--- config.mk ---
export PLATFORM = sky130hd
export DESIGN_NAME = ps2_mouse_packet_decoder_flat
export DESIGN_NICKNAME = d
export VERILOG_FILES = /design/src/design/ps2mpd_pkg.sv /design/src/design/ps2mpd_byte_if.sv /design/src/design/ps2mpd_report_if.sv /design/src/design/ps2mpd_assembler.sv /design/src/design/ps2mpd_scaler.sv /design/src/design/ps2_mouse_packet_decoder.sv /design/src/flat_wrapper.sv
export SDC_FILE = /design/constraint.sdc
export NUM_CORES = 1
export LEC_CHECK = 0
export ABC_AREA = 1
export BUFFER_PORTS_ARGS = -buffer_cell sky130_fd_sc_hd__buf_2
export CORE_MARGIN = 1.5
export CORE_UTILIZATION = 30
export CTS_CLUSTER_SIZE = 8
export DETAILED_ROUTE_END_ITERATION = 10
export PLACE_DENSITY = 0.44
export RECOVER_POWER = 25
export REMOVE_ABC_BUFFERS = 1
export SYNTH_ARGS = -nofsm -noshare
export SYNTH_HDL_FRONTEND = slang
export SYNTH_SLANG_ARGS = --single-unit
--- constraint.sdc ---
create_clock -name clk -period 6.8 [get_ports clk]
set_input_delay 0.68 -clock clk [delete_from_list [all_inputs] [get_ports clk]]
set_output_delay 0.68 -clock clk [all_outputs]
set_load 0.01 [all_outputs]
--- src/design/ps2mpd_pkg.sv ---
`timescale 1ns / 1ps
// ----------------------------------------------------------------------------
// ps2mpd_pkg
// Shared types, constants and helpers of the PS/2 mouse packet decoder.
// ----------------------------------------------------------------------------
package ps2mpd_pkg;

  // Configuration port geometry
  localparam int CfgIdxW  = 2;
  localparam int CfgDataW = 13;

  // Field widths
  localparam int ScreenW = 13;
  localparam int PosW    = 14;
  localparam int AbsW    = 9;
  localparam int ProdW   = AbsW + ScreenW;
  localparam int CountW  = 16;

  // Bit positions inside the first (flags) byte of a packet
  localparam int BitLeft   = 0;
  localparam int BitRight  = 1;
  localparam int BitMiddle = 2;
  localparam int BitSync   = 3;
  localparam int BitSignX  = 4;
  localparam int BitSignY  = 5;
  localparam int BitOvfX   = 6;
  localparam int BitOvfY   = 7;

  // Packet byte positions
  localparam logic [1:0] PosFlags = 2'd0;
  localparam logic [1:0] PosDx    = 2'd1;
  localparam logic [1:0] PosDy    = 2'd2;
  localparam logic [1:0] PosWheel = 2'd3;

  // Wheel step codes
  localparam logic signed [1:0] WheelUp   = 2'sb01;
  localparam logic signed [1:0] WheelDown = 2'sb11;
  localparam logic signed [1:0] WheelNone = 2'sb00;

  localparam logic [CountW-1:0] CountMax = '1;

  // Register indexes
  typedef enum logic [CfgIdxW-1:0] {
    REG_ABS_MODE      = 2'd0,
    REG_SCROLL_EN     = 2'd1,
    REG_SCREEN_WIDTH  = 2'd2,
    REG_SCREEN_HEIGHT = 2'd3
  } cfg_reg_t;

  typedef struct packed {
    logic               abs_mode;
    logic               scroll_en;
    logic [ScreenW-1:0] screen_width;
    logic [ScreenW-1:0] screen_height;
  } cfg_t;

  // Report between assembler and scaler; raw_* hold the product in
  // absolute mode and the finished value in the low bits otherwise.
  typedef struct packed {
    logic [ProdW-1:0]  raw_x;
    logic [ProdW-1:0]  raw_y;
    logic              is_abs;
    logic              btn_left;
    logic              btn_right;
    logic              btn_middle;
    logic signed [1:0] wheel;
    logic [CountW-1:0] sync_losses;
  } stage_t;

  // Floor division by 511 = 2^9 - 1 using shifts and adds.
  // p = 511*q1 + r1, r1 = 511*q2 + r2, r2 < 528 needs one correction.
  function automatic logic [PosW-1:0] div511(input logic [ProdW-1:0] p);
    logic [12:0] q1;
    logic [13:0] r1;
    logic [4:0]  q2;
    logic [9:0]  r2;
    logic        fix;
    q1  = p[21:9];
    r1  = {5'b0, p[8:0]} + {1'b0, q1};
    q2  = r1[13:9];
    r2  = {1'b0, r1[8:0]} + {5'b0, q2};
    fix = (r2 >= 10'd511);
    return {1'b0, q1} + {9'b0, q2} + {13'b0, fix};
  endfunction

endpackage

--- src/design/ps2mpd_byte_if.sv ---
`timescale 1ns / 1ps
// ----------------------------------------------------------------------------
// ps2mpd_byte_if
// Valid/ready channel carrying one received mouse byte per transaction.
// ----------------------------------------------------------------------------
interface ps2mpd_byte_if;
  logic       valid;
  logic       ready;
  logic [7:0] rx_byte;

  modport source (output valid, output rx_byte, input ready);
  modport sink   (input valid, input rx_byte, output ready);
endinterface

--- src/design/ps2mpd_report_if.sv ---
`timescale 1ns / 1ps
// ----------------------------------------------------------------------------
// ps2mpd_report_if
// Valid/ready channel carrying one decoded mouse report per transaction.
// ----------------------------------------------------------------------------
interface ps2mpd_report_if;
  logic               valid;
  logic               ready;
  logic signed [13:0] pos_x;
  logic signed [13:0] pos_y;
  logic               button_left;
  logic               button_right;
  logic               button_middle;
  logic signed [1:0]  wheel_step;
  logic               is_absolute;
  logic [15:0]        sync_losses;

  modport source (
    output valid, output pos_x, output pos_y, output button_left,
    output button_right, output button_middle, output wheel_step,
    output is_absolute, output sync_losses, input ready
  );
  modport sink (
    input valid, input pos_x, input pos_y, input button_left,
    input button_right, input button_middle, input wheel_step,
    input is_absolute, input sync_losses, output ready
  );
endinterface

--- src/design/ps2mpd_assembler.sv ---
`timescale 1ns / 1ps
// ----------------------------------------------------------------------------
// ps2mpd_assembler
// Input byte register, packet framing state, sync-loss counter and the
// report stage holding buttons, wheel and the position products.
// ----------------------------------------------------------------------------
module ps2mpd_assembler (
  input  logic                 clk,
  input  logic                 rst,
  ps2mpd_byte_if.sink          bytes,
  input  ps2mpd_pkg::cfg_t     cfg,
  output logic                 s2_valid,
  output ps2mpd_pkg::stage_t   s2_data,
  input  logic                 s2_take
);
  import ps2mpd_pkg::*;

  logic              s1_valid;
  logic [7:0]        s1_byte;
  logic              s1_ready;
  logic              s2_ready;
  logic              s1_fire;

  logic [1:0]        byte_pos;
  logic [1:0]        byte_pos_next;
  logic [7:0]        store [3];
  logic [7:0]        store_next [3];
  logic [CountW-1:0] lost_count;

  logic              drop;
  logic              done;
  logic              emit;
  logic [7:0]        flags;
  logic signed [1:0] wheel;
  logic [AbsW-1:0]   ax;
  logic [AbsW-1:0]   ay;
  logic [ProdW-1:0]  prod_x;
  logic [ProdW-1:0]  prod_y;
  logic [PosW-1:0]   rel_x;
  logic [PosW-1:0]   rel_y;
  stage_t            stage;

  // Handshake chain
  assign s2_ready    = !s2_valid || s2_take;
  assign s1_ready    = !s1_valid || s2_ready;
  assign s1_fire     = s1_valid && s2_ready;
  assign bytes.ready = s1_ready;

  // Input byte register
  always_ff @(posedge clk) begin
    if (rst) begin
      s1_valid <= 1'b0;
    end else if (s1_ready) begin
      s1_valid <= bytes.valid;
    end
    if (bytes.valid && s1_ready) begin
      s1_byte <= bytes.rx_byte;
    end
  end

  // Framing: drop unsynced first bytes, store bytes 0..2, detect packet end
  always_comb begin
    drop = (byte_pos == PosFlags) && !s1_byte[BitSync];
    for (int i = 0; i < 3; i++) begin
      store_next[i] = (!drop && byte_pos == 2'(i)) ? s1_byte : store[i];
    end
    done = !drop && ((byte_pos == PosWheel) ||
                     (byte_pos == PosDy && !cfg.scroll_en));
    if (drop || done) begin
      byte_pos_next = PosFlags;
    end else begin
      byte_pos_next = byte_pos + 2'd1;
    end
    flags = store_next[0];
    emit  = done && !flags[BitOvfX] && !flags[BitOvfY];
  end

  // Wheel step from the signed Z nibble, negated and clamped
  always_comb begin
    wheel = WheelNone;
    if (cfg.scroll_en) begin
      case (s1_byte[3:0]) inside
        [4'd1:4'd7]:  wheel = WheelDown;
        [4'd8:4'd15]: wheel = WheelUp;
        default:      wheel = WheelNone;
      endcase
    end
  end

  // Position: products for absolute mode, sign-extended deltas otherwise
  always_comb begin
    ax     = {flags[BitSignX], store_next[1]};
    ay     = {flags[BitSignY], store_next[2]};
    prod_x = ProdW'(ax) * ProdW'(cfg.screen_width);
    prod_y = ProdW'(ay) * ProdW'(cfg.screen_height);
    rel_x  = {{(PosW-AbsW){ax[AbsW-1]}}, ax};
    rel_y  = PosW'(0) - {{(PosW-AbsW){ay[AbsW-1]}}, ay};

    stage.raw_x       = cfg.abs_mode ? prod_x : ProdW'(rel_x);
    stage.raw_y       = cfg.abs_mode ? prod_y : ProdW'(rel_y);
    stage.is_abs      = cfg.abs_mode;
    stage.btn_left    = flags[BitLeft];
    stage.btn_right   = flags[BitRight];
    stage.btn_middle  = flags[BitMiddle];
    stage.wheel       = wheel;
    stage.sync_losses = lost_count;
  end

  // Framing state and loss counter
  always_ff @(posedge clk) begin
    if (rst) begin
      byte_pos   <= PosFlags;
      lost_count <= '0;
    end else if (s1_fire) begin
      byte_pos <= byte_pos_next;
      if (drop && lost_count != CountMax) begin
        lost_count <= lost_count + 1'b1;
      end
    end
  end

  // Packet bytes hold no reset: each is written before it is read
  always_ff @(posedge clk) begin
    if (s1_fire) begin
      for (int i = 0; i < 3; i++) begin
        store[i] <= store_next[i];
      end
    end
  end

  // Report stage
  always_ff @(posedge clk) begin
    if (rst) begin
      s2_valid <= 1'b0;
    end else if (s2_ready) begin
      s2_valid <= s1_valid && emit;
    end
    if (s1_fire && emit) begin
      s2_data <= stage;
    end
  end

endmodule

--- src/design/ps2mpd_scaler.sv ---
`timescale 1ns / 1ps
// ----------------------------------------------------------------------------
// ps2mpd_scaler
// Output register: divides absolute products by 511 and presents reports.
// ----------------------------------------------------------------------------
module ps2mpd_scaler (
  input  logic                 clk,
  input  logic                 rst,
  input  logic                 s2_valid,
  input  ps2mpd_pkg::stage_t   s2_data,
  output logic                 s2_take,
  ps2mpd_report_if.source      reports
);
  import ps2mpd_pkg::*;

  logic              out_valid;
  logic [PosW-1:0]   pos_x;
  logic [PosW-1:0]   pos_y;
  logic [PosW-1:0]   pos_x_next;
  logic [PosW-1:0]   pos_y_next;
  logic              btn_left;
  logic              btn_right;
  logic              btn_middle;
  logic signed [1:0] wheel;
  logic              is_abs;
  logic [CountW-1:0] losses;

  assign s2_take = !out_valid || reports.ready;

  // Scale to screen size in absolute mode
  assign pos_x_next = s2_data.is_abs ? div511(s2_data.raw_x) : s2_data.raw_x[PosW-1:0];
  assign pos_y_next = s2_data.is_abs ? div511(s2_data.raw_y) : s2_data.raw_y[PosW-1:0];

  always_ff @(posedge clk) begin
    if (rst) begin
      out_valid <= 1'b0;
    end else if (s2_take) begin
      out_valid <= s2_valid;
    end
    if (s2_take && s2_valid) begin
      pos_x      <= pos_x_next;
      pos_y      <= pos_y_next;
      btn_left   <= s2_data.btn_left;
      btn_right  <= s2_data.btn_right;
      btn_middle <= s2_data.btn_middle;
      wheel      <= s2_data.wheel;
      is_abs     <= s2_data.is_abs;
      losses     <= s2_data.sync_losses;
    end
  end

  assign reports.valid         = out_valid;
  assign reports.pos_x         = signed'(pos_x);
  assign reports.pos_y         = signed'(pos_y);
  assign reports.button_left   = btn_left;
  assign reports.button_right  = btn_right;
  assign reports.button_middle = btn_middle;
  assign reports.wheel_step    = wheel;
  assign reports.is_absolute   = is_abs;
  assign reports.sync_losses   = losses;

endmodule

--- src/design/ps2_mouse_packet_decoder.sv ---
`timescale 1ns / 1ps
// A report passes through the input register, the report stage and the output
// register in turn after the transaction that delivers the last byte of its
// packet. Throughput: one byte per cycle; the three stages pass items on
// independently, so only a stalled output holds up input.
// Reset: framing restarts at the first byte, the loss counter clears, and the
// configuration returns to relative mode, no wheel, 1024 x 768.
// ----------------------------------------------------------------------------
// ps2_mouse_packet_decoder
// PS/2 mouse packet decoder with optional wheel byte and absolute scaling.
// ----------------------------------------------------------------------------
module ps2_mouse_packet_decoder (
  input  logic                               clk,
  input  logic                               rst,
  ps2mpd_byte_if.sink                        bytes,
  ps2mpd_report_if.source                    reports,
  input  logic                               wr_en,
  input  logic [ps2mpd_pkg::CfgIdxW-1:0]     wr_index,
  input  logic [ps2mpd_pkg::CfgDataW-1:0]    wr_data
);
  import ps2mpd_pkg::*;

  cfg_t   cfg;
  logic   s2_valid;
  stage_t s2_data;
  logic   s2_take;

  // Configuration registers
  always_ff @(posedge clk) begin
    if (rst) begin
      cfg.abs_mode      <= 1'b0;
      cfg.scroll_en     <= 1'b0;
      cfg.screen_width  <= ScreenW'(1024);
      cfg.screen_height <= ScreenW'(768);
    end else if (wr_en) begin
      case (cfg_reg_t'(wr_index))
        REG_ABS_MODE:      cfg.abs_mode      <= wr_data[0];
        REG_SCROLL_EN:     cfg.scroll_en     <= wr_data[0];
        REG_SCREEN_WIDTH:  cfg.screen_width  <= wr_data[ScreenW-1:0];
        REG_SCREEN_HEIGHT: cfg.screen_height <= wr_data[ScreenW-1:0];
        default: ;
      endcase
    end
  end

  ps2mpd_assembler u_assembler (
    .clk      (clk),
    .rst      (rst),
    .bytes    (bytes),
    .cfg      (cfg),
    .s2_valid (s2_valid),
    .s2_data  (s2_data),
    .s2_take  (s2_take)
  );

  ps2mpd_scaler u_scaler (
    .clk      (clk),
    .rst      (rst),
    .s2_valid (s2_valid),
    .s2_data  (s2_data),
    .s2_take  (s2_take),
    .reports  (reports)
  );

  // Input backpressure only when every stage is full behind a stalled output
  a_ready_cause: assert property (@(posedge clk) disable iff (rst)
    !bytes.ready |-> (reports.valid && !reports.ready))
    else $error("input stalled without output backpressure");

  // Relative dx spans -256..255, negated dy spans -255..256
  a_rel_range: assert property (@(posedge clk) disable iff (rst)
    (reports.valid && !reports.is_absolute) |->
      (reports.pos_x >= -14'sd256) && (reports.pos_x <= 14'sd255) &&
      (reports.pos_y >= -14'sd255) && (reports.pos_y <= 14'sd256))
    else $error("relative position out of range");

  // Absolute positions are never negative
  a_abs_sign: assert property (@(posedge clk) disable iff (rst)
    (reports.valid && reports.is_absolute) |->
      (!reports.pos_x[13] && !reports.pos_y[13]))
    else $error("absolute position negative");

  // Wheel step is -1, 0 or +1
  a_wheel_code: assert property (@(posedge clk) disable iff (rst)
    reports.valid |-> (reports.wheel_step != 2'sb10))
    else $error("invalid wheel step");

endmodule
--- src/flat_wrapper.sv ---
// flat-port wrapper written by rule: the top's interface ports become plain ports
module ps2_mouse_packet_decoder_flat import ps2mpd_pkg::*;
  (clk, rst, wr_en, wr_index, wr_data, bytes_valid, bytes_rx_byte, bytes_ready, reports_valid, reports_pos_x, reports_pos_y, reports_button_left, reports_button_right, reports_button_middle, reports_wheel_step, reports_is_absolute, reports_sync_losses, reports_ready);
  ps2mpd_byte_if bytes_i ();
  ps2mpd_report_if reports_i ();
  input  logic clk;
  input  logic rst;
  input  logic wr_en;
  input  logic [ps2mpd_pkg::CfgIdxW-1:0] wr_index;
  input  logic [ps2mpd_pkg::CfgDataW-1:0] wr_data;
  input wire logic [$bits(bytes_i.valid)-1:0] bytes_valid;
  input wire logic [$bits(bytes_i.rx_byte)-1:0] bytes_rx_byte;
  output wire logic [$bits(bytes_i.ready)-1:0] bytes_ready;
  output wire logic [$bits(reports_i.valid)-1:0] reports_valid;
  output wire logic [$bits(reports_i.pos_x)-1:0] reports_pos_x;
  output wire logic [$bits(reports_i.pos_y)-1:0] reports_pos_y;
  output wire logic [$bits(reports_i.button_left)-1:0] reports_button_left;
  output wire logic [$bits(reports_i.button_right)-1:0] reports_button_right;
  output wire logic [$bits(reports_i.button_middle)-1:0] reports_button_middle;
  output wire logic [$bits(reports_i.wheel_step)-1:0] reports_wheel_step;
  output wire logic [$bits(reports_i.is_absolute)-1:0] reports_is_absolute;
  output wire logic [$bits(reports_i.sync_losses)-1:0] reports_sync_losses;
  input wire logic [$bits(reports_i.ready)-1:0] reports_ready;
  assign bytes_i.valid = bytes_valid;
  assign bytes_i.rx_byte = bytes_rx_byte;
  assign bytes_ready = bytes_i.ready;
  assign reports_valid = reports_i.valid;
  assign reports_pos_x = reports_i.pos_x;
  assign reports_pos_y = reports_i.pos_y;
  assign reports_button_left = reports_i.button_left;
  assign reports_button_right = reports_i.button_right;
  assign reports_button_middle = reports_i.button_middle;
  assign reports_wheel_step = reports_i.wheel_step;
  assign reports_is_absolute = reports_i.is_absolute;
  assign reports_sync_losses = reports_i.sync_losses;
  assign reports_i.ready = reports_ready;
  ps2_mouse_packet_decoder u_core (.clk(clk), .rst(rst), .bytes(bytes_i), .reports(reports_i), .wr_en(wr_en), .wr_index(wr_index), .wr_data(wr_data));
endmodule
## After elaboration in Yosys (flattened, before gate mapping)

Memory sizes are Yosys's and may differ from the RTL's.
Cells that the tools add are included.

| storage, ports and cells | value |
|---|---|
| flip-flop bits (word level) | 173 |
| memory bits (writable) | 24 |
| memories | 1 |
| logic and storage cells | 103 |
| input bits | 28 |
| output and inout port bits | 52 |

Memory list:

| name | words | width | read ports | clocked after memory_dff | write ports | line | source |
|---|---|---|---|---|---|---|---|
| u_core.u_assembler.store | 3 | 8 | 3 | 0 | 3 | ps2mpd_assembler.sv:26 | `logic [7:0] store [3];` |

| cells by class | value |
|---|---|
| add/sub/neg operators | 11 |
| equal/unequal tests | 7 |
| multipliers | 2 |
| reduce and logical (&&, ||, !) cells | 36 |
| order comparisons | 6 |
| muxes and demuxes | 12 |

Operators by type and width:

| cell | count |
|---|---|
| 14-bit two-way mux | 4 |
| 9-bit by 13-bit multiplier with 22-bit output | 2 |
| 13-bit by 5-bit adder with 14-bit output | 2 |
| 14-bit by 1-bit adder with 14-bit output | 2 |
| 9-bit by 13-bit adder with 14-bit output | 2 |
| 8-bit two-way mux | 3 |
| 9-bit by 5-bit adder with 10-bit output | 2 |
| 10-bit by 9-bit greater-or-equal comparator with 1-bit output, second input constant | 2 |
| 16-bit by 1-bit adder with 16-bit output, second input constant | 1 |
| 1-bit logical AND | 16 |
| 16-bit != test, second input constant | 1 |
| 2-bit AND reduction | 5 |
| 1-bit by 9-bit subtractor with 10-bit output, first input constant | 1 |
| 2-bit == test, second input constant | 4 |
| 1-bit zero test | 8 |
| 1-bit logical OR | 5 |
| 2-bit by 1-bit == test with 1-bit output, second input constant | 2 |
| 4-bit by 1-bit greater-or-equal comparator with 1-bit output, second input constant | 1 |
| 4-bit greater-or-equal comparator, second input constant | 1 |
| 4-bit by 3-bit <= comparator with 1-bit output, second input constant | 1 |
| 4-bit <= comparator, second input constant | 1 |
| 2-bit zero test | 2 |
| 2-bit two-way mux | 2 |
| 1-bit two-way mux | 3 |
| 2-bit by 1-bit adder with 2-bit output, second input constant | 1 |

## Logic depth before layout (Yosys ltp)

| depth | value |
|---|---|
| depth in word-level cells | 9 |
| mapped depth | 31 |

## Hierarchy

A second synthesis with hierarchy kept.

| unflattened totals | value |
|---|---|
| cells, all modules | 2231 |
| area total of the unflattened synthesis | 17988.5 µm² |

By module, submodules not included:

| module | cells an instance | instances | area each (µm²) |
|---|---|---|---|
| ps2mpd_assembler | 1511 | 1 | 12557.0 |
| ps2mpd_scaler | 544 | 1 | 4255.3 |
| ps2_mouse_packet_decoder | 176 | 1 | 1176.1 |

## Worst setup path before layout

Ideal clock, no wire load.

| path | value |
|---|---|
| kind | register to register |
| start | register u_core.u_assembler.byte_pos[0] |
| end | register u_core.u_assembler.s2_data[41] (netlist name) |
| clock period less this slack | 4.928 ns |
| path slack | 1.872 ns |
| required time | 6.545 ns |
| buffers on the path | 2 |
| arrival | 4.673 ns |
| cell stages (with the launch flop) | 24 |
| setup time | 0.255 ns |
| cell sequence | dfxtp_1 -> inv_1 -> ha_1 -> buf_6 -> nand2_1 -> nand2_2 -> inv_1 -> clkbuf_1 -> nand2_1 -> fa_1 -> inv_1 -> fa_1 -> inv_1 -> fa_1 -> inv_1 -> fa_1 -> ha_1 -> nand2_1 -> inv_1 -> nand2_1 -> o21ai_0 -> nand3_1 -> a21oi_1 -> nor2_1 |

| on the way | value |
|---|---|
| longest elaborated chain between the ends | 6 |
| elaborated cells between the ends (all ways) | 9 |
| those cells by class | 1 x mul; 1 x eq/ne; 2 x mux; 5 x reduce/logical |

RTL lines:

| element | line | source |
|---|---|---|
| start: declaration | ps2mpd_assembler.sv:24 | `logic [1:0] byte_pos;` |
| start signal: assignment | ps2mpd_assembler.sv:112 | `byte_pos <= PosFlags;` |
| start signal: assignment | ps2mpd_assembler.sv:115 | `byte_pos <= byte_pos_next;` |
| 2-bit zero test | ps2mpd_assembler.sv:63 | `drop = (byte_pos == PosFlags) && !s1_byte[BitSync];` |
| 1-bit logical AND | ps2mpd_assembler.sv:63 |  |
| 1-bit zero test | ps2mpd_assembler.sv:65 | `store_next[i] = (!drop && byte_pos == 2'(i)) ? s1_byte : store[i];` |
| 1-bit logical AND * | ps2mpd_assembler.sv:65 |  |
| 8-bit two-way mux * | ps2mpd_assembler.sv:65 |  |
| via u_core.u_assembler.ay[2] | ps2mpd_assembler.sv:36 | `logic [AbsW-1:0] ay;` |
| 9-bit by 13-bit multiplier with 22-bit output * | ps2mpd_assembler.sv:95 | `prod_y = ProdW'(ay) * ProdW'(cfg.screen_height);` |

Mark *: on every way through the listed nets, which the timed path passes. The rest lies on a longest branch.
A chain may end at the register's enable or synchronous reset.

==> out/metrics.csv <==
stage;metric;value;unit
critical_path;worst endpoint required time;7030;ps
layout;diode count;0;
sta;final hold vios;0;
clock_network;clk root buf;clkbuf_16;
floorplanning;IO Pins;80;
critical_path;Worst Setup Path Type;flip-flop to flip-flop;
critical_path;R2R setup slack;600;ps
placed_design;I/O Buffers;79;
critical_path;worst path arrival time;6430;ps
placed_design;hpwl dp;38900;um
global_route;gr usage total;0.171;
critical_path;R2R Path Start;u_core.u_assembler.byte_pos[0]$_SDFFE_PP0P_;
layout;Area Growth Syn to Fin;10.5;%
worst_hold_path;hold path depth;1;
placed_design;Placer Congestion;0.840;
synth;largest cells by area after synthesis;edfxtp_1 26%, fa_1 19%, nand2_1 12%;
clock_network;CTS buffer count;17;
synth;synthesized area per cell;8.14;um^2
floorplanning;core area;56600;um^2
critical_path;Crit. End Element;flip-flop;
run;max_cap viols;2;
sta;final worst path period need;6200;ps
clock_network;CTS tree;done;
sta;fin crit share;0.912;
drt;DRC violations left;0;
clock_network;worst-skew pair later-pin latency;500;ps
run_status;violated checks;capacitance limit, slew limit;
placed_design;DP Area;18500;um^2
sta;RSZ-0062 raised after global routing;false;
drt;First-pass DRT Iterations;5;
clock_network;clock tree buffer depth;2;
floorplanning;Core Rows;87;
clock_network;Clock Sink Count;196;
synth;Mapped Area;17300;um^2
critical_path;critical path's top delay family;adder cells;
pwr;worst vdd ir;0.205;mV
sta;Worst-Margin Slew;2120;ps
drt;vias per cell;4.73;
clock_network;H-Tree Depth;4;
global_route;initial antenna violation count;1;
layout;Post-Layout Inst Area;19100;um^2
drt;final WL;48500;um
sta;Rel. slew slack;-0.413;
synth;largest area contributor in the netlist;edfxtp_1;
floorplanning;Die Span X;243;um
worst_hold_path;Hold EP;u_core.u_assembler.s1_byte[4]$_DFFE_PP_;
layout;share of post-route cells with drive strength above 1;0.0611;
drt;drt first-iter violations;1072;
sta;final setup fails;0;
synth;register area share after synthesis;0.312;
layout;Nets;2499;
clock_network;Worst-path clk slew;80;ps
sta;TNS Setup;0;ps
sta;hold slack;364;ps
critical_path;crit-path cells;inv_1 > ha_1 > nand2_1 > inv_1 > o21ai_1 > inv_1 > nand2_1 > fa_1 > fa_1 > fa_1 > inv_1 > fa_1 > ha_1 > nand2_1 > inv_1 > nand2_1 > o21ai_0 > a21oi_1 > o21ai_0 > nand2_1;
layout;most frequent cells in the layout;571 x nand2_1, 350 x inv_1, 192 x nor2_1, 164 x fa_1, 147 x edfxtp_1;
pwr;Power Dens Cells;186;nW/um^2
pwr;Leak;8.92;nW
run_status;status;finished with violations;
layout;most common cell after layout, fill and taps aside;nand2_1;
global_route;Overflow after GRT;0;
sta;max-slew violation count;54;
global_route;vias in the first global route;13900;
layout;fillers;6073;
sta;skew final;17.7;ps
critical_path;CP Max Fanout;12;
synth;Seq cells post-synth;196;
synth;post-synth cell types;42;
clock_network;setup bufs post-CTS;0;
sta;fmax;0.161;GHz
critical_path;Critical Path Start Type;flip-flop;
critical_path;R2R cell count;20;
synth;Post-synth EDFFs;147;
drt;post-route ant nets;0;
floorplanning;Initial Utilization;0.305;
critical_path;Bufs and invs on worst path;5;
clock_network;PostCTS Resize Cnt;0;
synth;Yosys warnings;0;
critical_path;slowest CP cell;o21ai_1;
global_route;first-pass GRT wire length;78000;um
drt;Vias;14000;
synth;cell count after synthesis;2123;
synth;Yosys top cell area share;0.256;
floorplanning;Die Y-Extent;243;um
critical_path;Worst path max stage delay;650;ps
synth;ys flop type;edfxtp_1;
worst_hold_path;Worst Hold Class;input port to flip-flop;
worst_hold_path;hold path start;bytes_rx_byte[4];
clock_network;CTS Hold Buffers Added;0;
synth;asr flop ratio synth;0;
drt;Routed WL per cell;16.5;um
critical_path;R2R Path End;u_core.u_assembler.s2_data[33]$_DFFE_PP_;
global_route;largest net degree at the start of global routing;41;
floorplanning;Die ar.;59000;um^2
## stage by stage
| step | instances | worst slack (ps) | utilization | power (mW) |
|---|---|---|---|---|
| 2_1_floorplan | 2069 | 1800 | - | 2.18 |
| 3_3_place_gp | 2918 | 581 | 0.327 | 2.51 |
| 3_5_place_dp | 2918 | 568 | 0.327 | 2.51 |
| 4_1_cts | 2950 | 515 | 0.338 | 3.61 |
| 5_1_grt | 2950 | 33.8 | 0.337 | 3.83 |
| 6_report | 2950 | 601 | 0.337 | 3.56 |
## power breakdown
group | switching (mW) | leakage [nW] | internal [mW]
Clock | 0.548 | 0.290 | 0.526
Sequential | 0.0278 | 1.77 | 1.31
Combinational | 0.758 | 6.86 | 0.391
Total | 1.33 | 8.92 | 2.22
## cell type report
class / count / area [um^2] / share of cell area
inverter: 355 / 1330 / 0.0698
tap: 756 / 946 / 0.0496
multi-input combinational: 1518 / 10300 / 0.541
sequential: 196 / 5400 / 0.283
clock buffer: 17 / 425 / 0.0223
clock inverter: 15 / 185 / 0.00970
timing repair buffer: 93 / 483 / 0.0253
## worst register-to-register path: cells and delay by family, from the launching register on
kind            cells  cell delay (ps)
compound gates      4             1300
fa+ha+maj           6             2590
flops               1              410
simple gates        5              700
buf+inv             5              940
## layer usage
metal	GRT usage	up-vias	part of all wire
met1	0.257	6723	0.52
li1	-	6880	-
met2	0.250	310	0.42
met5	0	-	0
met4	0.0420	0	0.018
met3	0.0303	38	0.047
## Yosys cell counts, types with 4 or more instances
| master | number |
|---|---|
| nand3_1 | 110 |
| ha_1 | 126 |
| nor3_1 | 18 |
| o21bai_1 | 8 |
| fa_1 | 164 |
| nand4_1 | 22 |
| a31oi_1 | 10 |
| nand2_1 | 571 |
| o21ai_1 | 8 |
| nor4_1 | 4 |
| nor2_1 | 192 |
| dfxtp_1 | 49 |
| buf_1 | 12 |
| nand2_2 | 7 |
| clkbuf_1 | 33 |
| inv_1 | 351 |
| a21oi_1 | 130 |
| edfxtp_1 | 147 |
| xor2_1 | 12 |
| o21ai_0 | 92 |
| buf_2 | 6 |
| nand3b_1 | 6 |
| xnor2_1 | 17 |
## cells by family (layout without fill, tap and decap cells)
kind of cell,count (synthesis),after routing,synth area share
buffers and inverters,409,480,0.0904
AND/OR/NAND/NOR,941,941,0.223
flip-flops,196,196,0.312
AO/OA/AOI/OAI,258,258,0.0782
adder cells (fa/ha/maj),290,290,0.281
XOR/XNOR,29,29,0.0147
## how the worst max path moves through the flow
| stage | start | to | slack, ps | cells past startpoint |
|---|---|---|---|---|
| after floorplan | u_core.u_assembler.byte_pos[0]$_SDFFE_PP0P_ | u_core.u_assembler.s2_data[41]$_SDFFCE_PN0P_ | 1800 | 18 |
| after global placement | u_core.u_assembler.byte_pos[0]$_SDFFE_PP0P_ | u_core.u_assembler.s2_data[33]$_DFFE_PP_ | 580 | 20 |
| after detailed placement | u_core.u_assembler.byte_pos[0]$_SDFFE_PP0P_ | u_core.u_assembler.s2_data[41]$_SDFFCE_PN0P_ | 570 | 20 |
| after CTS | u_core.u_assembler.byte_pos[0]$_SDFFE_PP0P_ | u_core.u_assembler.s2_data[42]$_SDFFCE_PN0P_ | 520 | 19 |
| after global routing | u_core.u_assembler.byte_pos[0]$_SDFFE_PP0P_ | u_core.u_assembler.s2_data[42]$_SDFFCE_PN0P_ | 30 | 19 |
| final | u_core.u_assembler.byte_pos[0]$_SDFFE_PP0P_ | u_core.u_assembler.s2_data[33]$_DFFE_PP_ | 600 | 20 |
## state kept, by name, indices dropped and copies added (netlist names)
signal	flops
u_core.u_assembler.s2_data	66
u_core.cfg	28
u_core.u_assembler.store	23
u_core.u_assembler.lost_count	16
u_core.u_scaler.reports.sync_losses	16
u_core.u_scaler.reports.pos_x	14
u_core.u_scaler.reports.pos_y	14
u_core.u_assembler.s1_byte	8
u_core.u_assembler.byte_pos	2
u_core.u_scaler.reports.wheel_step	2
u_core.u_assembler.s1_valid	1
u_core.u_assembler.s2_valid	1
u_core.u_scaler.reports.button_left	1
u_core.u_scaler.reports.button_middle	1
u_core.u_scaler.reports.button_right	1
u_core.u_scaler.reports.is_absolute	1
u_core.u_scaler.reports.valid	1
(Power assumes the default switching activity.)
